**config.mk**
```make
export PLATFORM = sky130hd
export DESIGN_NAME = gppq_ram
export DESIGN_NICKNAME = d
export VERILOG_FILES = /design/src/rtl/core/graph_property_prefetch_queue_unit_assert.svh /design/src/rtl/core/gppq_ram.sv
export SDC_FILE = /design/constraint.sdc
export NUM_CORES = 1
export LEC_CHECK = 0
export BUFFER_PORTS_ARGS = -buffer_cell sky130_fd_sc_hd__buf_2
export CAP_MARGIN = 20
export CORE_ASPECT_RATIO = 2
export CORE_MARGIN = 1
export CORE_UTILIZATION = 30
export DETAILED_ROUTE_END_ITERATION = 6
export MAX_ROUTING_LAYER = met4
export PLACE_DENSITY = 0.47
export SYNTH_ARGS = -nofsm -noshare
export SYNTH_HDL_FRONTEND = slang
export SYNTH_SLANG_ARGS = --single-unit
export TNS_END_PERCENT = 10
```
**constraint.sdc**
```tcl
create_clock -name clk -period 7 [get_ports clk]
set_clock_uncertainty 0.05 [all_clocks]
set_input_delay 1.4 -clock clk [delete_from_list [all_inputs] [get_ports clk]]
set_output_delay 1.4 -clock clk [all_outputs]
set_load 0.03 [all_outputs]
```
**src/rtl/core/graph_property_prefetch_queue_unit_assert.svh**
```systemverilog
// Assertion macros used by the prefetch queue top level.
// Files that check their own logic include this header; it needs clk and rst_n in scope.
`ifndef GRAPH_PROPERTY_PREFETCH_QUEUE_UNIT_ASSERT_SVH
`define GRAPH_PROPERTY_PREFETCH_QUEUE_UNIT_ASSERT_SVH

// Same-cycle implication, disabled while reset is asserted.
`define GPPQ_ASSERT_IMP(label, ante, cons, msg) \
    label: assert property (@(posedge clk) disable iff (!rst_n) (ante) |-> (cons)) \
        else $error(msg);

// Next-cycle implication, disabled while reset is asserted.
`define GPPQ_ASSERT_NXT(label, ante, cons, msg) \
    label: assert property (@(posedge clk) disable iff (!rst_n) (ante) |=> (cons)) \
        else $error(msg);

`endif

```
**src/rtl/core/gppq_ram.sv**
```systemverilog
// Simple dual-port synchronous RAM, one write and one registered read port.
// Generic storage used by the prefetch queue top level; no package use.
module gppq_ram #(
    parameter int WIDTH = 48,
    parameter int DEPTH = 16,
    parameter int AW    = (DEPTH > 1) ? $clog2(DEPTH) : 1
) (
    input  logic             clk,
    input  logic             we,
    input  logic [AW-1:0]    waddr,
    input  logic [WIDTH-1:0] wdata,
    input  logic             re,
    input  logic [AW-1:0]    raddr,
    output logic [WIDTH-1:0] rdata
);

    logic [WIDTH-1:0] mem [DEPTH];

    always_ff @(posedge clk)
    begin
        if (we)
        begin
            mem[waddr] <= wdata;
        end
    end

    always_ff @(posedge clk)
    begin
        if (re)
        begin
            rdata <= mem[raddr];
        end
    end

endmodule

```
==> reports/qor.yml <==
sta:
  setup_violations: 0
  hold_viol_final: 0
  tightest_slew_ns: 1.11
  fmax_ghz: 0.301
  fin_crit_sh_pct: 47.5
  timing.hold.ws_ns: 0.692
  tns_ns: 0
  slew_violations: 0
  maxSlewHeadroom_pct: 26.3
  rsz0062_at_grt: "no"
  period_needed_ns: 3.33
layout:
  final_area_mm2: 0.0346
  seq_area_mm2: 0.0245
  drive_gt1_share_pct: 30.5
  final_cell_mix: "edfxtp_1, mux4_2, buf_2"
  layout_commonest_cell: "edfxtp_1"
  n_fill_cell: 9353
  final_nets: 1444
  area_growth_pct: 14.8
  multi_input_area_mm2: 0.00549
clocking:
  cts_tree: "done"
  cts_setup_buffers: 0
  postCtsHoldBufs: 0
  cts_max_level: 3
  worstSkewPairLatency_ns: 0.63
  clk_pin_slew_ns: 0.07
  cts_buffer_depth: 3
  cts_sinks: 816
  numCtsBuffers: 71
  cts_resized: 0
  root_buffer: "clkbuf_16"
yosys:
  synth.cell_area_mm2: 0.0302
  yosysUniqueCellTypes: 16
  avgSynthCellArea_um2: 24.3
  synthCells: 1242
  yosysWarnings: 0
  ys_seq_area_share_pct: 81.2
  synthesis.nets: 1301
  synth-seq-cells: 816
hold_path:
  worstHoldPathType: "reg2reg"
grt:
  grt_pass1_wl_um: 105000
  grt_usage_pct: 14.9
  first_global_vias: 15000
  grt_max_degree: 77
  antenna_found_initial: 7
  globalRouteOverflowTotal: 0
worst_setup_path:
  cp_cell_sequence: "buf_2, or3b_2, nor2_4, buf_4"
  cpLargestDelayFamily: "simple AND/OR/NAND/NOR gates"
  max_stage_delay_ns: 0.85
  required_ns: 7.22
  cp_max_fo: 25
  worst-path-buf-inv: 2
  crit_type: "in2reg"
  cp.arrival_ns: 3.55
  start_kind: "primary input"
  crit_path_end_kind: "register"
  crit_path_top_delay_cell: "nor2_4"
power_and_ir_drop:
  vdd_drop_max_uv: 173
  power_density_mw_per_mm2: 286
  p_leak_nw: 10.7
detailed_routing:
  routed_wirelength_um: 72000
  drt_pass1_iterations: 5
  drcViolationCount: 0
  wl_per_cell_um: 26.0
  drt_iter0_markers: 1062
  vias_per_cell: 4.84
  vias: 13400
  final_antenna_net_count: 0
flow_run:
  cap_violations: 0
die:
  coreArea_mm2: 0.0997
  die_w_um: 226
  die_area_mm2: 0.102
  num_rows: 164
  die_h_um: 451
  initial_core_util_pct: 30.3
  ios: 107
placement:
  port_buffers: 106
  placed_area_mm2: 0.0324
  routabilityCongestion: 0.686
  dp_hpwl_um: 35700
status:
  status: "completed"
-- power by group --
| part | switching [mW] | total, mW | internal [mW] |
|---|---|---|---|
| Combinational | 0.330 | 0.514 | 0.184 |
| Sequential | 0.0320 | 5.53 | 5.50 |
| Clock | 1.74 | 3.86 | 2.12 |
| Total | 2.10 | 9.91 | 7.81 |
-- final timing paths --
path                                            start                   to  slack [ns]  cells past startpoint
worst min-delay path            mem[15][35]$_DFFE_PP_  rdata[35]$_DFFE_PP_        0.69                      3
worst max register to register   mem[3][20]$_DFFE_PP_  rdata[20]$_DFFE_PP_        5.23                      3
worst min register to register  mem[15][35]$_DFFE_PP_  rdata[35]$_DFFE_PP_        0.69                      3
worst max-delay path                         waddr[2]  mem[3][7]$_DFFE_PP_        3.67                      4
-- Yosys cell counts (all sizes together) --
library cell | number | area (µm²)
edfxtp | 816 | 24500
nor2 | 13 | 48.8
nand3 | 1 | 5.00
nor2b | 2 | 12.5
nor3 | 4 | 20.0
nand2b | 2 | 12.5
nand2 | 49 | 184
a22oi | 96 | 721
buf | 35 | 209
or3b | 1 | 8.76
and2 | 1 | 6.26
mux4 | 192 | 4320
clkbuf | 28 | 105
nand3b | 2 | 15.0
-- routing by layer --
metal	GRT usage, %	part of all wire (%)
met2	25.6	53
met4	4.91	2.5
met3	2.32	3.9
met1	17.7	40
met5	-	0
-- cell type report --
| class | count | area share, % |
|---|---|---|
| diodes | 5 | 0.0361 |
| clock buffers | 88 | 5.50 |
| clock inverters | 35 | 0.885 |
| multi-input cells | 363 | 15.9 |
| well taps | 1328 | 4.80 |
| flip-flops and latches | 816 | 70.7 |
| repair buffers | 133 | 2.21 |
-- sequential cells by signal, indices dropped and copies added, names as in the netlist --
signal and flops:
mem 768, rdata 48
-- metrics by stage --
step / cells / util (%) / setup WS, ns / power, mW
2_1_floorplan: 1242 / - / 1.25 / 5.94
4_1_cts: 2763 / 34.7 / 3.62 / 10.0
5_1_grt: 2768 / 34.7 / 3.47 / 10.2
6_report: 2768 / 34.7 / 3.67 / 9.91
3_3_place_gp: 2640 / 32.5 / 2.94 / 6.16
3_5_place_dp: 2640 / 32.5 / 2.95 / 6.17
-- logic make-up (layout without fill, tap and decap cells) --
kind of cell	after synthesis	after routing	share of synthesized area (%)
flip-flops	816	816	81.2
multiplexers	192	192	14.3
AO/OA/AOI/OAI	96	96	2.39
AND/OR/NAND/NOR	75	75	1.04
buffers and inverters	63	256	1.04
other	0	5	0
-- worst reg2reg max path, cell delays in order, from the launching register on --
cell and delay (ns):
edfxtp_1 0.37, mux4_2 0.48, a22oi_1 0.43, nand2_1 0.17
Power figures use the tool's default switching activity.
