$ cat src/rtl/core/graph_property_prefetch_queue_unit_assert.svh
// Assertion macros used by the prefetch queue top level.
// Files that check their own logic include this header; it needs clk and rst_n in scope.
`ifndef GRAPH_PROPERTY_PREFETCH_QUEUE_UNIT_ASSERT_SVH
`define GRAPH_PROPERTY_PREFETCH_QUEUE_UNIT_ASSERT_SVH

// Same-cycle implication, disabled while reset is asserted.
`define GPPQ_ASSERT_IMP(label, ante, cons, msg) \
    label: assert property (@(posedge clk) disable iff (!rst_n) (ante) |-> (cons)) \
        else $error(msg);

// Next-cycle implication, disabled while reset is asserted.
`define GPPQ_ASSERT_NXT(label, ante, cons, msg) \
    label: assert property (@(posedge clk) disable iff (!rst_n) (ante) |=> (cons)) \
        else $error(msg);

`endif

$ cat src/rtl/core/gppq_pkg.sv
// Shared types and constants of the graph property prefetch queue.
// No dependencies; used by the address generator, the top level and the verification files.
package gppq_pkg;

    localparam int ADDR_W     = 48;
    localparam int TIME_W     = 48;
    localparam int ID_W       = 32;
    localparam int CORE_W     = 3;
    localparam int INTERVAL_W = 16;
    localparam int CFG_IDX_W  = 2;

    // Neighbour IDs index a bitmap: 64 vertices per 8-byte property word.
    localparam int ID_SHIFT    = 6;
    localparam int ENTRY_SHIFT = 3;
    localparam int WORD_BYTES  = 4;

    localparam logic CMD_TRAIN = 1'b0;
    localparam logic CMD_ISSUE = 1'b1;

    localparam logic [CFG_IDX_W-1:0] CFG_PROPERTY_BASE  = 2'd0;
    localparam logic [CFG_IDX_W-1:0] CFG_PROPERTY_LIMIT = 2'd1;
    localparam logic [CFG_IDX_W-1:0] CFG_ISSUE_INTERVAL = 2'd2;

    typedef struct packed {
        logic              cmd;
        logic [CORE_W-1:0] core;
        logic [ID_W-1:0]   neighbour_id;
        logic              last_word;
        logic [TIME_W-1:0] now_time;
    } req_t;

    typedef struct packed {
        logic              hit;
        logic [ADDR_W-1:0] prefetch_addr;
        logic [CORE_W-1:0] dest_core;
        logic [TIME_W-1:0] ready_time;
    } rsp_t;

    typedef struct packed {
        logic              ok;
        logic [ADDR_W-1:0] aligned;
        logic [TIME_W-1:0] ready_time;
    } gen_t;

    typedef enum logic [12:0] {
        ST_IDLE    = 13'b0000000000001,
        ST_ADDR    = 13'b0000000000010,
        ST_CHK     = 13'b0000000000100,
        ST_SC_RD   = 13'b0000000001000,
        ST_SC_CMP  = 13'b0000000010000,
        ST_PUSH    = 13'b0000000100000,
        ST_LAST    = 13'b0000001000000,
        ST_WK_RD   = 13'b0000010000000,
        ST_WK_EV   = 13'b0000100000000,
        ST_APP     = 13'b0001000000000,
        ST_ISS_RD  = 13'b0010000000000,
        ST_ISS_SEL = 13'b0100000000000,
        ST_ISS_OUT = 13'b1000000000000
    } state_t;

endpackage

$ cat src/rtl/core/gppq_addr_gen.sv
// Maps a neighbour ID to its line-aligned property address, filters it against
// the window and computes the ready time. Registered output; uses gppq_pkg.
module gppq_addr_gen #(
    parameter int LINE_BYTES = 64,
    parameter int PUSH_W     = 5
) (
    input  logic                              clk,
    input  logic [gppq_pkg::ADDR_W-1:0]       base,
    input  logic [gppq_pkg::ADDR_W-1:0]       limit,
    input  logic [gppq_pkg::INTERVAL_W-1:0]   interval,
    input  logic [gppq_pkg::ID_W-1:0]         id,
    input  logic [gppq_pkg::TIME_W-1:0]       now,
    input  logic [PUSH_W-1:0]                 pushed,
    output gppq_pkg::gen_t                    gen
);

    localparam int PROD_W = PUSH_W + gppq_pkg::INTERVAL_W;
    // LINE_BYTES is a power of two, so alignment is a mask.
    localparam logic [gppq_pkg::ADDR_W-1:0] LINE_MASK = gppq_pkg::ADDR_W'(LINE_BYTES - 1);

    logic [gppq_pkg::ADDR_W-1:0] offset;
    logic [gppq_pkg::ADDR_W-1:0] addr;
    logic [gppq_pkg::ADDR_W-1:0] aligned;
    logic [PROD_W-1:0]           step;

    always_comb
    begin
        offset  = gppq_pkg::ADDR_W'(id >> gppq_pkg::ID_SHIFT) << gppq_pkg::ENTRY_SHIFT;
        addr    = base + offset;
        aligned = addr & ~LINE_MASK;
        step    = PROD_W'(pushed) * PROD_W'(interval);
    end

    always_ff @(posedge clk)
    begin
        gen.ok         <= (addr >= base) && (addr < limit) && (aligned >= base);
        gen.aligned    <= aligned;
        gen.ready_time <= now + gppq_pkg::TIME_W'(step);
    end

endmodule

$ cat config.mk
export PLATFORM = sky130hd
export DESIGN_NAME = gppq_addr_gen
export DESIGN_NICKNAME = d
export VERILOG_FILES = /design/src/rtl/core/graph_property_prefetch_queue_unit_assert.svh /design/src/rtl/core/gppq_pkg.sv /design/src/rtl/core/gppq_addr_gen.sv
export SDC_FILE = /design/constraint.sdc
export NUM_CORES = 1
export LEC_CHECK = 0
export ABC_AREA = 1
export BUFFER_PORTS_ARGS = -buffer_cell sky130_fd_sc_hd__buf_2
export CORE_MARGIN = 10
export CORE_UTILIZATION = 54
export CTS_CLUSTER_DIAMETER = 80
export DETAILED_ROUTE_END_ITERATION = 7
export PLACE_DENSITY = 0.82
export SETUP_SLACK_MARGIN = 0.2
export SYNTH_ARGS = -nofsm -noshare
export SYNTH_HDL_FRONTEND = slang
export SYNTH_SLANG_ARGS = --single-unit
$ cat constraint.sdc
create_clock -name clk -period 6.25 [get_ports clk]
set_clock_uncertainty 0.05 [all_clocks]
set_input_delay 1.25 -clock clk [delete_from_list [all_inputs] [get_ports clk]]
set_output_delay 1.25 -clock clk [all_outputs]
set_load 0.03 [all_outputs]
==> key figures <==
Placement
  – Final HPWL from detailed placement: 25000 um
  – PortBufs: about 280
  – Placed Area: 12100 um2
  – Cells after DPL: ~2000
  – Final GP Congestion: about 0.99
  – Setup WS pre-CTS: 0.922 ns

Synth
  – Library cells used by synthesis: 55
  – Count leader, synth: inv_1
  – Synth cell count leaders: inv_1, nand2_1, ha_1
  – FFs w/ async S/R, synth: 0%
  – Main area contributors after synthesis: dfxtp_1, ha_1, inv_1, nand2_1, fa_1
  – Synth Area per Inst: roughly 7.1 um2
  – EDFF count, synth: 0
  – Post-synthesis sequential area ratio: roughly 18%
  – Primary FF master, synth: dfxtp_1
  – Yosys Warn Count: 0
  – Area share of the largest cell type after synthesis: about 18%
  – Cell count after synthesis: 1474
  – Post-synth top area cell: dfxtp_1
  – Synthesized cell area: about 10000 um2
  – #FFs+latches synth: 91

CTS
  – CTS Hold Bufs: 0
  – CTS H-tree lvls: 3
  – Root Buffer: clkbuf_16
  – Clock Sink Count: 91
  – Postcts setup bufs: 0
  – Post-cts sizing count: 0
  – Total CTS buffers: 9
  – Max clock buf depth: 2
  – CTS tree: yes
  – CTS clk-pin slew, worst paths: 0.08 ns

Critical path
  – CP cell instances: buf_2, nand2_1, inv_1, fa_1, inv_1, fa_1, fa_1, inv_1, ha_1, nand2_1, inv_1, nand3_1, o21ai_2, nand4_1, o2111ai_1, nand2_1, nor3_2, nand2_1, xor2_1
  – CP max-delay cell: fa_1
  – CP Launch Type: input port
  – Arr. time, crit path: 5.17 ns
  – CP Class: input port to register
  – CP max stage delay: 0.58 ns
  – WP data required: around 6.5 ns
  – Type of element capturing the critical path: register
  – Worst-path fanout max: 16

Run
  – Number of max-cap violations: 0

Global routing
  – Gr usage total: about 22%
  – Vias in the first global route: 10500
  – Largest net degree at the start of global routing: 20
  – Antenna violations before repair: 4
  – Grt total ovfl: 0
  – First-pass GRT wire length: 47600 um

Cells and area
  – Area growth syn-to-layout: 18.9%
  – Non-Filler Instances: 2023
  – Largest Register: gen
  – Multi-input logic area: between 7000 and 8000 um2
  – Final Cell Area: 12400 um2
  – Nets: 2153
  – Max reg flops: 91
  – Largest regs: gen (91)
  – Reg area: between 1500 and 2000 um2
  – Fillers: 1681
  – Layout cells sized above 1: ~20%
  – Core Util, Final: 65.7%

Floorplanning
  – DIE AREA: 25200 um2
  – Die W: 159 um
  – Die H: 159 um
  – Site row count: 50
  – Core area: 18800 um2
  – Initial Util: between 50% and 60%
  – IO Count: 295

Drt
  – Met2 wire length: 14200 um
  – DR top layer: met5
  – DRT Wirelength: 28400 um
  – Vias per cell: 4.90
  – Drt first pass iters: 5
  – Drt drc: 0
  – WL/cell: 14.1 um
  – Routed vias: about 10000
  – Routed met3 length: 2100 um
  – DRT antenna net count: 0
  – Initial detailed-routing violation count: 406
  – M1 wire length: 11300 um

Timing
  – Worst hold slack: 1.04 ns
  – Period Utilization, post-route: 79.6%
  – F_max: 201 MHz
  – Slew @ Worst Pin: 0.597 ns
  – Post-layout min period: 4.97 ns
  – Post-route setup TNS: 0 ns
  – Setup Viol. Count Final: 0
  – Relative slew margins: just under 60%
  – PnR worst setup slack: 1.28 ns
  – Unrepaired setup endpoints after global routing: false
  – Max-slew violation count: 0
  – Final hold violation count: 0

Min path
  – Min-Delay Path Class: input port to register

Power
  – Power density over the cells: 251 nW/um2
  – Sw power: 1.48 mW
  – Net Sw Frac: a little under half
  – Overall Power: 3.11 mW
  – Internal: approximately 1.6 mW
  – Combinational share of power: 57.6%
  – Leakage: 7.52 nW
  – Clk pwr share: 18.3%
  – Sequential fraction of design power: 24.1%
  – Worst VDD drop: about 0.24 mV

Outcome
  – Outcome: complete, no violations
[power by group through the flow]
stage                     clock network, mW  registers, mW  logic (mW)
after detailed placement                  0          0.759        1.80
after CTS                             0.578          0.750        1.81
after global placement                    0          0.759        1.76
final                                 0.568          0.749        1.79
after global routing                  0.606          0.763        2.03
after floorplan                           0           1.01        1.05
[cell usage in the layout (no fill, tap or decap), drive strengths merged, types with 8 or more instances in the layout]
master | synthesis | routed
inv | 376 | 381
nor2 | 75 | 75
ha | 138 | 138
xnor2 | 26 | 26
buf | 7 | 282
a21oi | 83 | 83
a31oi | 8 | 8
nand4 | 16 | 16
dfxtp | 91 | 91
nor3 | 30 | 30
fa | 62 | 62
nand2 | 365 | 365
clkbuf | 10 | 9
o21ai | 31 | 31
xor2 | 56 | 56
nand3 | 46 | 46
[final cells by class]
| cell class | instances | share of cell area, % |
|---|---|---|
| multi-input cells | 994 | 57.3 |
| flip-flops and latches | 91 | 14.7 |
| inverters | 377 | 11.4 |
| repair buffers | 282 | 11.4 |
| well taps | 260 | 2.63 |
| clock buffers | 9 | 1.82 |
| clock inverters | 7 | 0.596 |
| diodes | 3 | 0.0606 |
[final timing paths]
kind,startpoint,end,slack (ns),cells after the start
worst max-delay path,pushed[4],gen[45],1.28,19
worst min-delay path,now[47],gen[47],1.04,2
[cells by family after synthesis]
kind of cell    after synthesis  synth area share [%]
xor+xnor                     82                  6.90
flops                        91                  17.5
fa+ha+maj                   200                  28.5
buf+inv                     394                  14.5
simple gates                553                  23.9
other cells                   1                0.0360
compound gates              153                  8.69
[critical path, delay by kind of cell]
kind	cells	cell delay, ns
xor+xnor	1	0.14
simple gates	7	0.93
fa+ha+maj	4	1.96
compound gates	2	0.42
buf+inv	5	0.46
[routing by layer]
layer	global-route usage [%]	vias to the layer above
li1	-	5093
met1	24.4	4435
met5	0	-
met2	40.6	317
met4	7.40	2
met3	5.94	59
Note: power is estimated with default switching activity, not from simulation.
